$ cat src/hdl/cdg_pkg.sv
// ----------------------------------------------------------------------------
// cdg_pkg
// Shared types and constants of the subcode graphics decoder.
// ----------------------------------------------------------------------------
package cdg_pkg;

	localparam logic [5:0] CMD_CDG        = 6'h09;
	localparam logic [5:0] INS_MEM_PRESET = 6'd1;
	localparam logic [5:0] INS_BRD_PRESET = 6'd2;
	localparam logic [5:0] INS_TILE       = 6'd6;
	localparam logic [5:0] INS_TILE_XOR   = 6'd38;
	localparam logic [5:0] INS_PAL_LOW    = 6'd30;
	localparam logic [5:0] INS_PAL_HIGH   = 6'd31;

	typedef enum logic [2:0] {
		OP_READ,
		OP_MEM,
		OP_BRD,
		OP_TILE,
		OP_TXOR,
		OP_PAL
	} op_t;

	// classified work item passed from front to back
	typedef struct packed {
		op_t          op;
		logic [3:0]   color0;
		logic [3:0]   color1;
		logic [4:0]   row;
		logic [5:0]   col;
		logic         pal_high;
		logic [127:0] data;
		logic [8:0]   rx;
		logic [7:0]   ry;
	} cmd_t;

	// 4-bit channel times 17 packed to rgb565
	function automatic logic [15:0] pal_pack(input logic [7:0] a, input logic [7:0] b);
		logic [3:0] r4;
		logic [3:0] g4;
		logic [3:0] b4;
		r4 = a[5:2];
		g4 = {a[1:0], b[5:4]};
		b4 = b[3:0];
		pal_pack = {r4, r4[3], g4, g4[3:2], b4, b4[3]};
	endfunction

endpackage

$ cat src/hdl/cdg_front.sv
// ----------------------------------------------------------------------------
// cdg_front
// Accepts input words, decodes them and pushes work into a small queue.
// ----------------------------------------------------------------------------
module cdg_front
	import cdg_pkg::*;
#(
	parameter int SCREEN_WIDTH  = 320,
	parameter int SCREEN_HEIGHT = 240
) (
	input  logic   clk,
	input  logic   arst_n,
	input  logic   in_valid,
	output logic   in_ready,
	input  logic   kind,
	input  logic [7:0]   command,
	input  logic [7:0]   instruction,
	input  logic [63:0]  data_low,
	input  logic [63:0]  data_high,
	input  logic [8:0]   read_x,
	input  logic [7:0]   read_y,
	output logic   cmd_valid,
	input  logic   cmd_ready,
	output cmd_t   cmd
);
	localparam int DEPTH = 2;
	localparam logic [8:0] X_MAX = 9'(SCREEN_WIDTH - 1);
	localparam logic [7:0] Y_MAX = 8'(SCREEN_HEIGHT - 1);

	cmd_t       fifo_q [DEPTH];
	logic       wp_q;
	logic       rp_q;
	logic [1:0] cnt_q;
	cmd_t       dec;
	logic       keep;
	logic [5:0] ins;
	logic       push;
	logic       pop;

	assign ins = instruction[5:0];

	// classify the incoming word
	always_comb begin
		dec          = '0;
		dec.data     = {data_high, data_low};
		dec.color0   = data_low[3:0];
		dec.color1   = data_low[11:8];
		dec.row      = data_low[20:16];
		dec.col      = data_low[29:24];
		dec.pal_high = ins[0];
		dec.rx       = (read_x > X_MAX) ? X_MAX : read_x;
		dec.ry       = (read_y > Y_MAX) ? Y_MAX : read_y;
		keep         = 1'b0;
		dec.op       = OP_READ;
		if (kind) begin
			keep = 1'b1;
		end else if (command[5:0] == CMD_CDG) begin
			case (ins)
				INS_MEM_PRESET: begin
					dec.op = OP_MEM;
					keep   = (data_low[13:8] == 6'd0);
				end
				INS_BRD_PRESET: begin
					dec.op = OP_BRD;
					keep   = 1'b1;
				end
				INS_TILE, INS_TILE_XOR: begin
					dec.op = (ins == INS_TILE) ? OP_TILE : OP_TXOR;
					keep   = (data_low[20:16] <= 5'd17) && (data_low[29:24] <= 6'd49);
				end
				INS_PAL_LOW, INS_PAL_HIGH: begin
					dec.op = OP_PAL;
					keep   = 1'b1;
				end
				default: keep = 1'b0;
			endcase
		end
	end

	assign in_ready  = (cnt_q != 2'(DEPTH));
	assign push      = in_valid && in_ready && keep;
	assign cmd_valid = (cnt_q != 2'd0);
	assign pop       = cmd_valid && cmd_ready;
	assign cmd       = fifo_q[rp_q];

	// queue storage
	always_ff @(posedge clk) begin
		if (push) begin
			fifo_q[wp_q] <= dec;
		end
	end

	// queue pointers
	always_ff @(posedge clk or negedge arst_n) begin
		if (!arst_n) begin
			wp_q  <= 1'b0;
			rp_q  <= 1'b0;
			cnt_q <= 2'd0;
		end else begin
			if (push) wp_q <= ~wp_q;
			if (pop) rp_q <= ~rp_q;
			cnt_q <= cnt_q + 2'(push) - 2'(pop);
		end
	end
endmodule

$ cat config.mk
export PLATFORM = sky130hd
export DESIGN_NAME = cdg_front
export DESIGN_NICKNAME = d
export VERILOG_FILES = /design/src/hdl/cdg_pkg.sv /design/src/hdl/cdg_front.sv
export SDC_FILE = /design/constraint.sdc
export NUM_CORES = 1
export LEC_CHECK = 0
export BUFFER_PORTS_ARGS = -buffer_cell sky130_fd_sc_hd__buf_4
export CAP_MARGIN = 20
export CELL_PAD_IN_SITES_DETAIL_PLACEMENT = 1
export CELL_PAD_IN_SITES_GLOBAL_PLACEMENT = 2
export CORE_MARGIN = 3
export CORE_UTILIZATION = 30
export DETAILED_ROUTE_END_ITERATION = 10
export MAX_ROUTING_LAYER = met4
export PLACE_DENSITY = 0.74
export SYNTH_ARGS = -nofsm -noshare
export SYNTH_HDL_FRONTEND = slang
export SYNTH_SLANG_ARGS = --single-unit
$ cat constraint.sdc
create_clock -name clk -period 8.71 [get_ports clk]
set_input_delay 0.4355 -clock clk [delete_from_list [all_inputs] [get_ports clk]]
set_output_delay 0.4355 -clock clk [all_outputs]
set_load 0.02 [all_outputs]
==> flow_summary_export.csv <==
group,metric,value,unit
critical_path,startpoint_type,"flip-flop",
clock_tree,cts_tree,"done",
critical_path,end_kind,"output pin",
route,routed_wl,26790,um
logic_synthesis,ys.flop_type,"edfxtp_1",
clock_tree,cts_resized,0,
clock_tree,clock_sink_count,302,
global_route,grtUsageTotal,0.1338,
floorplanning,dieArea,40430,um2
min_path,hold_start,"data_high[53]",
logic_synthesis,syn_area_per_cell,20.61,um2
timing,finalMaxSlewViolations,0,
timing,tns,0,ns
route,vias,6177,
timing,grt_setup_unrepaired,"no",
floorplanning,ios,336,
placed_design,dp_hpwl,17590,um
cells_and_area,area_growth,35.40,%
logic_synthesis,synth_most_common_cell,"edfxtp_1",
clock_tree,clk_path_buf_depth,3,
timing,fin_crit_sh,0.3412,
critical_path,r2r_end,"fifo_q[0][127]",
floorplanning,start_util,0.3081,
floorplanning,core,37050,um2
clock_tree,path_clk_slew,0.06,ns
global_route,antenna_found_initial,1,
timing,relSlewSlack,0.2718,
critical_path,critical_path_arrival,2.54,ns
power_and_ir_drop,powerDensity,312.8,nW/um2
timing,timing.hold.ws,0.08740,ns
min_path,holdPathStages,1,
logic_synthesis,ys_ff_latch,302,
logic_synthesis,yosysWarnings,0,
cells_and_area,seq_area,9052,um2
floorplanning,die_y,201.1,um
logic_synthesis,synth_common_cells,"edfxtp_1, mux2_2, mux2_1",
floorplanning,die_w,201.1,um
logic_synthesis,synthCells,554,
logic_synthesis,synth_edf_count,298,
timing,worst_slew_pin_slew,1.092,ns
cells_and_area,multi_input_area,2135,um2
timing,setup_viol,0,
clock_tree,post_cts_buffers,0,
logic_synthesis,netlist.area_leader.share,0.7839,
route,routedWlPerCell,18.89,um
critical_path,crit_fanout,73,
clock_tree,cts_buffers,36,
critical_path,r2r_setup_slack,5.81,ns
global_route,grt_max_degree,74,
logic_synthesis,yosys.cell_types.count,38,
cells_and_area,n_fill_cell,3684,
timing,finalHoldViolations,0,
timing,period_needed,2.972,ns
logic_synthesis,synthArstFlopShare,0.01325,
clock_tree,clkLatencyLatePin,0.53,ns
critical_path,worstSetupPathType,"reg2out",
clock_tree,cts_hold_buf,1,
global_route,grt-ovfl-total,0,
run_status,status,"completed",
logic_synthesis,syn_area,11420,um2
timing,fin_skew,0.02017,ns
min_path,hold_path.class,"in2reg",
global_route,grt_pass1_vias,6856,
route,ant_nets,0,
flow_run,maxCapViolations,0,
floorplanning,rows,70,
cells_and_area,nNetsFinal,1058,
placed_design,port_buffers,331,
critical_path,ff2ff_path_depth,6,
clock_tree,htreeDepth,2,
route,drtIter0Drc,262,
cells_and_area,drive_gt1_frac,0.5706,
placed_design,gp_congestion,0.7266,
logic_synthesis,syn-num-nets,722,
route,avgViaCountPerCell,4.356,
critical_path,r2r_start,"cnt_q[1]",
route,drc_errors,0,
clock_tree,root_buffer,"clkbuf_16",
global_route,grt_pass1_wl,40540,um
logic_synthesis,synth_area_leaders,"edfxtp_1, mux2_2, mux2_1, buf_4, dfrtp_1",
min_path,holdPathEnd,"fifo_q[0][134]",
timing,max_clock_freq,336.5,MHz
critical_path,worst_ep_required_time,8.27,ns
power_and_ir_drop,peakVddDrop,172.3,uV
logic_synthesis,ys_seq_area_frac,0.7926,
route,dr.pass1.iters,4,
logic_synthesis,synth_top_cell_by_area,"edfxtp_1",
power_and_ir_drop,p_leak,5.654,nW
-- flip-flops by register name (all words and copies together) (netlist names) --
signal / cells
rp_q: 1
wp_q: 1
fifo_q: 298
cnt_q: 2
-- worst max-delay path, stage by stage (launching register included) --
cell and delay [ns]:
dfrtp_4 0.49, buf_4 0.79, mux2_2 0.44, buf_4 0.17
-- cell usage in the layout, fill, tap and decap left out, types with 4 or more instances in the layout --
cell       synthesis  final
clkinv_1           0      6
clkbuf_1           6     10
mux2_2           124    124
edfxtp_1         298    298
nand2_1            5      5
clkbuf_16          0     37
buf_4             19    337
nor2_1             6      4
nand2b_1          11     11
mux2_1            25     25
-- per-layer routing --
metal | track usage | part of all wire
met5 | - | 0
met4 | 0.05395 | 0.029
met3 | 0.04346 | 0.077
met2 | 0.2244 | 0.51
met1 | 0.1478 | 0.39
-- through the flow --
stage	setup WS, ns	area [um2]	instances	util	power [W]
after floorplan	0.6708	11420	554	-	0.002899
after global placement	5.104	14360	1355	0.3875	0.003496
after detailed placement	5.145	14360	1355	0.3875	0.003511
after CTS	5.648	15450	1417	0.4172	0.004943
after global routing	5.520	15460	1418	0.4172	0.005073
final	5.738	15460	1418	0.4172	0.004835
-- area by class of cell --
type	instances	area share
Clock inverter	14	0.008175
Antenna cell	1	0.0001619
Sequential cell	302	0.5856
Multi-Input combinational cell	210	0.1381
Clock buffer	47	0.06233
Inverter	2	0.0004857
Tap cell	504	0.04080
Timing Repair Buffer	338	0.1643
-- how the worst max path moves through the flow --
stage | startpoint | end | slack, ns | depth (start not counted)
2_1_floorplan | command[2] | fifo_q[0][0] | 0.67 | 5
5_1_grt | instruction[0] | fifo_q[0][82] | 5.52 | 7
6_report | rp_q | cmd[124] | 5.74 | 3
3_5_place_dp | data_low[25] | fifo_q[0][73] | 5.14 | 7
3_3_place_gp | data_low[25] | fifo_q[0][113] | 5.10 | 7
4_1_cts | rp_q | cmd[163] | 5.65 | 3
-- power breakdown --
group | total (W) | switching (W) | internal, W
logic | 0.00158 | 0.000886 | 0.000696
clock network | 0.00140 | 0.000559 | 0.000837
registers | 0.00186 | 0.0000468 | 0.00181
-- cells by family (layout without fill, tap and decap cells) --
kind of cell | count (synthesis) | after routing | share of synthesized area
xor gates and xnor gates | 4 | 4 | 0.003069
AOI/OAI and AO/OA | 12 | 12 | 0.009317
and+or+nand+nor | 43 | 43 | 0.02411
buffers and inverters | 42 | 401 | 0.02170
adders and majority gates | 2 | 2 | 0.002192
other | 0 | 1 | 0
DFF | 302 | 302 | 0.7926
muxes | 149 | 149 | 0.1470
Power figures use the tool's default switching activity.
